[config.mk]
export PLATFORM = sky130hd
export DESIGN_NAME = jdz_div
export DESIGN_NICKNAME = d
export VERILOG_FILES = /design/src/jdz_pkg.sv /design/src/jdz_div.sv
export SDC_FILE = /design/constraint.sdc
export NUM_CORES = 2
export LEC_CHECK = 0
export BUFFER_PORTS_ARGS = -buffer_cell sky130_fd_sc_hd__buf_2
export CORE_ASPECT_RATIO = 1.1
export CORE_MARGIN = 3
export CORE_UTILIZATION = 36
export DETAILED_ROUTE_END_ITERATION = 10
export SETUP_SLACK_MARGIN = 0.2
export SLEW_MARGIN = 20
export SYNTH_ARGS = -nofsm -noshare
export SYNTH_HDL_FRONTEND = slang
export SYNTH_SLANG_ARGS = --single-unit
[constraint.sdc]
create_clock -name clk_i -period 3.9 [get_ports clk_i]
set_input_delay 0.39 -clock clk_i [delete_from_list [all_inputs] [get_ports clk_i]]
set_output_delay 0.39 -clock clk_i [all_outputs]
set_load 0.05 [all_outputs]
[src/jdz_pkg.sv]
// jdz_pkg: shared types, constants and helpers for the joystick dead zone filter
// used by jdz_div, jdz_sqrt and joystick_dead_zone_filter; depends on nothing
`default_nettype none

package jdz_pkg;

  localparam logic [14:0] TrigDeadRst  = 15'd250;
  localparam logic [14:0] TrigFullRst  = 15'd30000;
  localparam logic [14:0] StickDeadRst = 15'd8000;
  localparam logic [15:0] StickFullRst = 16'd30000;

  localparam logic [1:0] RegTrigDead  = 2'd0;
  localparam logic [1:0] RegTrigFull  = 2'd1;
  localparam logic [1:0] RegStickDead = 2'd2;
  localparam logic [1:0] RegStickFull = 2'd3;

  localparam int DivSteps  = 16;
  localparam int SqrtSteps = 24;
  // input, square, divider, sum, root, scale, divider, multiply, round, divider, output
  localparam int PipeDepth = 1 + 1 + DivSteps + 1 + SqrtSteps + 1 + DivSteps + 1 + 1 + DivSteps + 1;

  localparam logic [15:0] FullMag = 16'h8000;

  typedef struct packed {
    logic        stick;
    logic        neg_x;
    logic        neg_y;
    logic [15:0] ax;
    logic [15:0] ay;
    logic        t_zero;
    logic        t_full;
    logic [15:0] trig_q;
    logic [31:0] sq_x;
    logic [31:0] sq_y;
    logic        s_zero;
    logic [23:0] len;
    logic        f_full;
  } side_t;

  function automatic logic [15:0] sat_out(input logic [15:0] mag, input logic neg);
    logic [15:0] r;
    if (neg) begin
      r = mag[15] ? 16'h8000 : 16'(~mag + 16'd1);
    end else begin
      r = mag[15] ? 16'h7fff : mag;
    end
    return r;
  endfunction

endpackage

`default_nettype wire

[src/jdz_div.sv]
// jdz_div: pipelined restoring divider, one quotient bit per stage, 16 stages
// quotient must fit 16 bits; depends on jdz_pkg
`default_nettype none

module jdz_div (
  input  wire logic           clk_i,
  input  wire logic           rst_ni,
  input  wire logic           valid_i,
  input  wire logic [39:0]    num_i,
  input  wire logic [23:0]    den_i,
  input  wire jdz_pkg::side_t side_i,
  output logic                valid_o,
  output logic [15:0]         quot_o,
  output jdz_pkg::side_t      side_o
);

  localparam int N = jdz_pkg::DivSteps;

  logic           vld_q [N];
  logic [39:0]    rem_q [N];
  logic [23:0]    den_q [N];
  logic [15:0]    quo_q [N];
  jdz_pkg::side_t sd_q  [N];

  for (genvar k = 0; k < N; k++) begin : g_st
    logic           v_in;
    logic [39:0]    rem_in;
    logic [23:0]    den_in;
    logic [15:0]    quo_in;
    jdz_pkg::side_t sd_in;
    logic [40:0]    trial;

    if (k == 0) begin : g_first
      assign v_in   = valid_i;
      assign rem_in = num_i;
      assign den_in = den_i;
      assign quo_in = '0;
      assign sd_in  = side_i;
    end else begin : g_next
      assign v_in   = vld_q[k-1];
      assign rem_in = rem_q[k-1];
      assign den_in = den_q[k-1];
      assign quo_in = quo_q[k-1];
      assign sd_in  = sd_q[k-1];
    end

    assign trial = {1'b0, rem_in} - ({17'd0, den_in} << (N - 1 - k));

    always_ff @(posedge clk_i or negedge rst_ni) begin
      if (!rst_ni) begin
        vld_q[k] <= 1'b0;
      end else begin
        vld_q[k] <= v_in;
      end
    end

    always_ff @(posedge clk_i) begin
      rem_q[k] <= trial[40] ? rem_in : trial[39:0];
      den_q[k] <= den_in;
      quo_q[k] <= {quo_in[14:0], ~trial[40]};
      sd_q[k]  <= sd_in;
    end
  end

  assign valid_o = vld_q[N-1];
  assign quot_o  = quo_q[N-1];
  assign side_o  = sd_q[N-1];

endmodule

`default_nettype wire

==> results.toml <==
[finish]
post-route-util = 0.4408
drive_gt1_frac = 0.1307
areaGrowthSynthToFinish_pct = 21.26
num-nets-final = 8827
final_common_cell = "dfxtp_1"
layout_common_cells = "3383 x dfxtp_1, 477 x inv_1, 409 x nand2_1"
instances_no_fill = 11940

[critical_path]
worst_path_max_delay_cell = "dfxtp_1"
path_class = "reg -> reg"
critPathMaxFanout = 29
slowest_delay_ns = 0.49
cp.arrival_ns = 4.22
crit_required_ns = 4.60
worstSetupEndpointType = "flop"
path_cells = "inv_1, ha_1, a21o_1, nand2b_1, o211ai_1, a21oi_2, a211oi_2, a31oi_4, o21ai_4, inv_2, buf_12, a21oi_1"
worstSetupStartpointType = "flop"

[routing]
firstDrtPassIters = 5
drt_iter0_drc = 2365
vias_per_cell = 4.293
ant_nets = 0
wl_um = 162800
drc = 0
dr_total_vias = 51270
detail_route.wl_per_cell_um = 13.63

[die]
num_rows = 195
die_y_um = 541.2
die_width_um = 492.5
die_area_um2 = 266600
core_um2 = 257900
start_util = 0.3635
ios = 370

[grt]
grt.total_usage = 0.1196
grt.overflow.total = 0
grt_max_degree = 51
grt_pass1_vias = 52360
antenna_found_initial = 13
grt_pass1_wl_um = 264900

[logic_synthesis]
synth.largest_area_cell = "dfxtp_1"
synthTopCellsByArea = "dfxtp_1 72%, ha_1 5.1%, a21oi_1 2.1%, inv_1 1.9%, xor2_1 1.9%"
yosysSeqAreaShare = 0.7269
syn_nets = 7963
synth_edf_count = 0
synth.distinct_cells = 116
synth.avg_cell_area_um2 = 12.75
syn-cell-area_um2 = 93740
synth-main-ff-cell = "dfxtp_1"
yosysWarnings = 0
synth-async-reset-ratio = 0.004706
synthCells = 7355
synth_top_area_share = 0.7227
ys_ff_latch = 3400

[sta]
slew_viol_final = 0
final.setup.tns_ns = 0
fmax_mhz = 284.0
finalCritPeriodShare = 0.9029
setup_violations = 0
postLayoutSetupSlackWorst_ns = 0.3786
finalHoldViolations = 0
skew_ns = 0.06864
slew_headroom = 0.4951
tightest_slew_ns = 0.7469
rsz0062_at_grt = "true"
period_needed_ns = 3.521

[cts]
clock_path_buffers = 4
cts_tree = "done"
clk_pin_slew_ns = 0.06
numCtsBuffers = 339
h-tree-depth = 5
clock_latency_ns = 0.85
cts-root-buf = "clkbuf_16"
cts_sinks = 3400

[run]
max_cap_viol_count = 0

[pwr]
pwr-share-seq = 0.442
netSwitchingFraction = 0.2820
p_switching_uw = 26680
internal-power_uw = 67910
vdd_ir_drop_max_v = 0.0004537
power_uw = 94590
leakagePower_uw = 0.04948
power.share.clock = 0.348
comb_power_share = 0.210
p_per_area_nw_per_um2 = 832.1

[place]
gp_congestion = 0.8891
pre_cts_ws_ns = 0.1124
dp.cells = 11110
io_buffers = 369
dpl.hpwl_um = 114600

[run_status]
status = "completed"

[min_path]
min_path_type = "in -> reg"
==> registers in the layout, indices dropped and copies added, names as in the netlist <==
register	flops
quo_q	136
rem_q	600
valid_o	1
sd_q	2288
den_q	360
g_st.v_in	15
==> logic make-up after synthesis <==
logic type	share of synthesized area
compound gates	0.08690
xor+xnor	0.03662
fa+ha+maj	0.05432
buf+inv	0.02500
flops	0.7269
mux	0.005299
simple gates	0.06492
==> critical path, delay by kind of cell (launching register included) <==
family | cells | cell delay, ns
AND/OR/NAND/NOR | 1 | 0.14
AO/OA/AOI/OAI | 7 | 2.02
flip-flops | 1 | 0.49
adder cells (fa/ha/maj) | 1 | 0.34
buffers and inverters | 3 | 0.36
==> layout make-up <==
| cell class | count | area (µm²) |
|---|---|---|
| fill | 23090 | 144200 |
| multi-input combinational | 3365 | 23300 |
| clock inverter | 154 | 2133 |
| inverter | 482 | 1809 |
| sequential | 3400 | 68150 |
| antenna | 8 | 20.02 |
| clock buffer | 455 | 9490 |
| timing repair buffer | 631 | 4464 |
| tap | 3447 | 4313 |
==> stage by stage <==
stage,hold WS (ns),cell area [µm²]
5_1_grt,0.09233,113700
2_1_floorplan,0.09441,93740
4_1_cts,0.06196,113600
6_report,0.1697,113700
3_5_place_dp,0.3121,99890
3_3_place_gp,0.2898,99890
==> timing repair <==
item | CTS | global route
hold buffers | 210 | 0
pin swaps | 0 | 2
buffers inserted | 0 | 1
hold endpoints to repair | 224 | 0
endpoints found under the setup margin | 6 | 28
gates resized for setup | 1 | 7
==> per-layer routing <==
metal | part of all wire | wire, µm | global-route usage | vias to the layer above
met5 | 0.000086 | 14 | 0 | -
met4 | 0.038 | 6256 | 0.05157 | 2
met3 | 0.049 | 7998 | 0.02820 | 416
met2 | 0.48 | 78490 | 0.2093 | 1063
met1 | 0.43 | 70050 | 0.1392 | 23520
li1 | - | - | - | 26270
==> final timing paths <==
| kind | start | end | slack (ns) | cells past startpoint |
|---|---|---|---|---|
| worst min-delay path | side_i[11] | sd_q[0][11] | 0.17 | 2 |
| worst max register to register | den_q[6][5] | rem_q[7][15] | 0.38 | 12 |
| max in group asynchronous | rst_ni | g_st[5].v_in | 2.81 | 3 |
| min in group asynchronous | rst_ni | g_st[6].v_in | 0.65 | 3 |
| worst min register to register | quo_q[1][102] | quo_q[1][119] | 0.28 | 0 |
| worst max-delay path | den_q[6][5] | rem_q[7][15] | 0.38 | 12 |
==> cell usage after synthesis, drive strengths merged, types with 66 or more instances <==
cell,number
nand3,68
o21ai,346
a21o,171
a21oi,389
xnor2,188
dfxtp,3384
inv,481
xor2,204
nor3,112
nand2,409
nand2b,78
ha,383
nor2b,66
nor2,308
==> power by group through the flow <==
| stage | clock network (µW) | logic [µW] | registers [µW] |
|---|---|---|---|
| 2_1_floorplan | 0 | 15000 | 41800 |
| 3_3_place_gp | 0 | 19100 | 42600 |
| 3_5_place_dp | 0 | 19600 | 42600 |
| 4_1_cts | 34300 | 19800 | 41800 |
| 5_1_grt | 35700 | 22300 | 42300 |
| 6_report | 32900 | 19900 | 41800 |
Power figures use the tool's default switching activity.
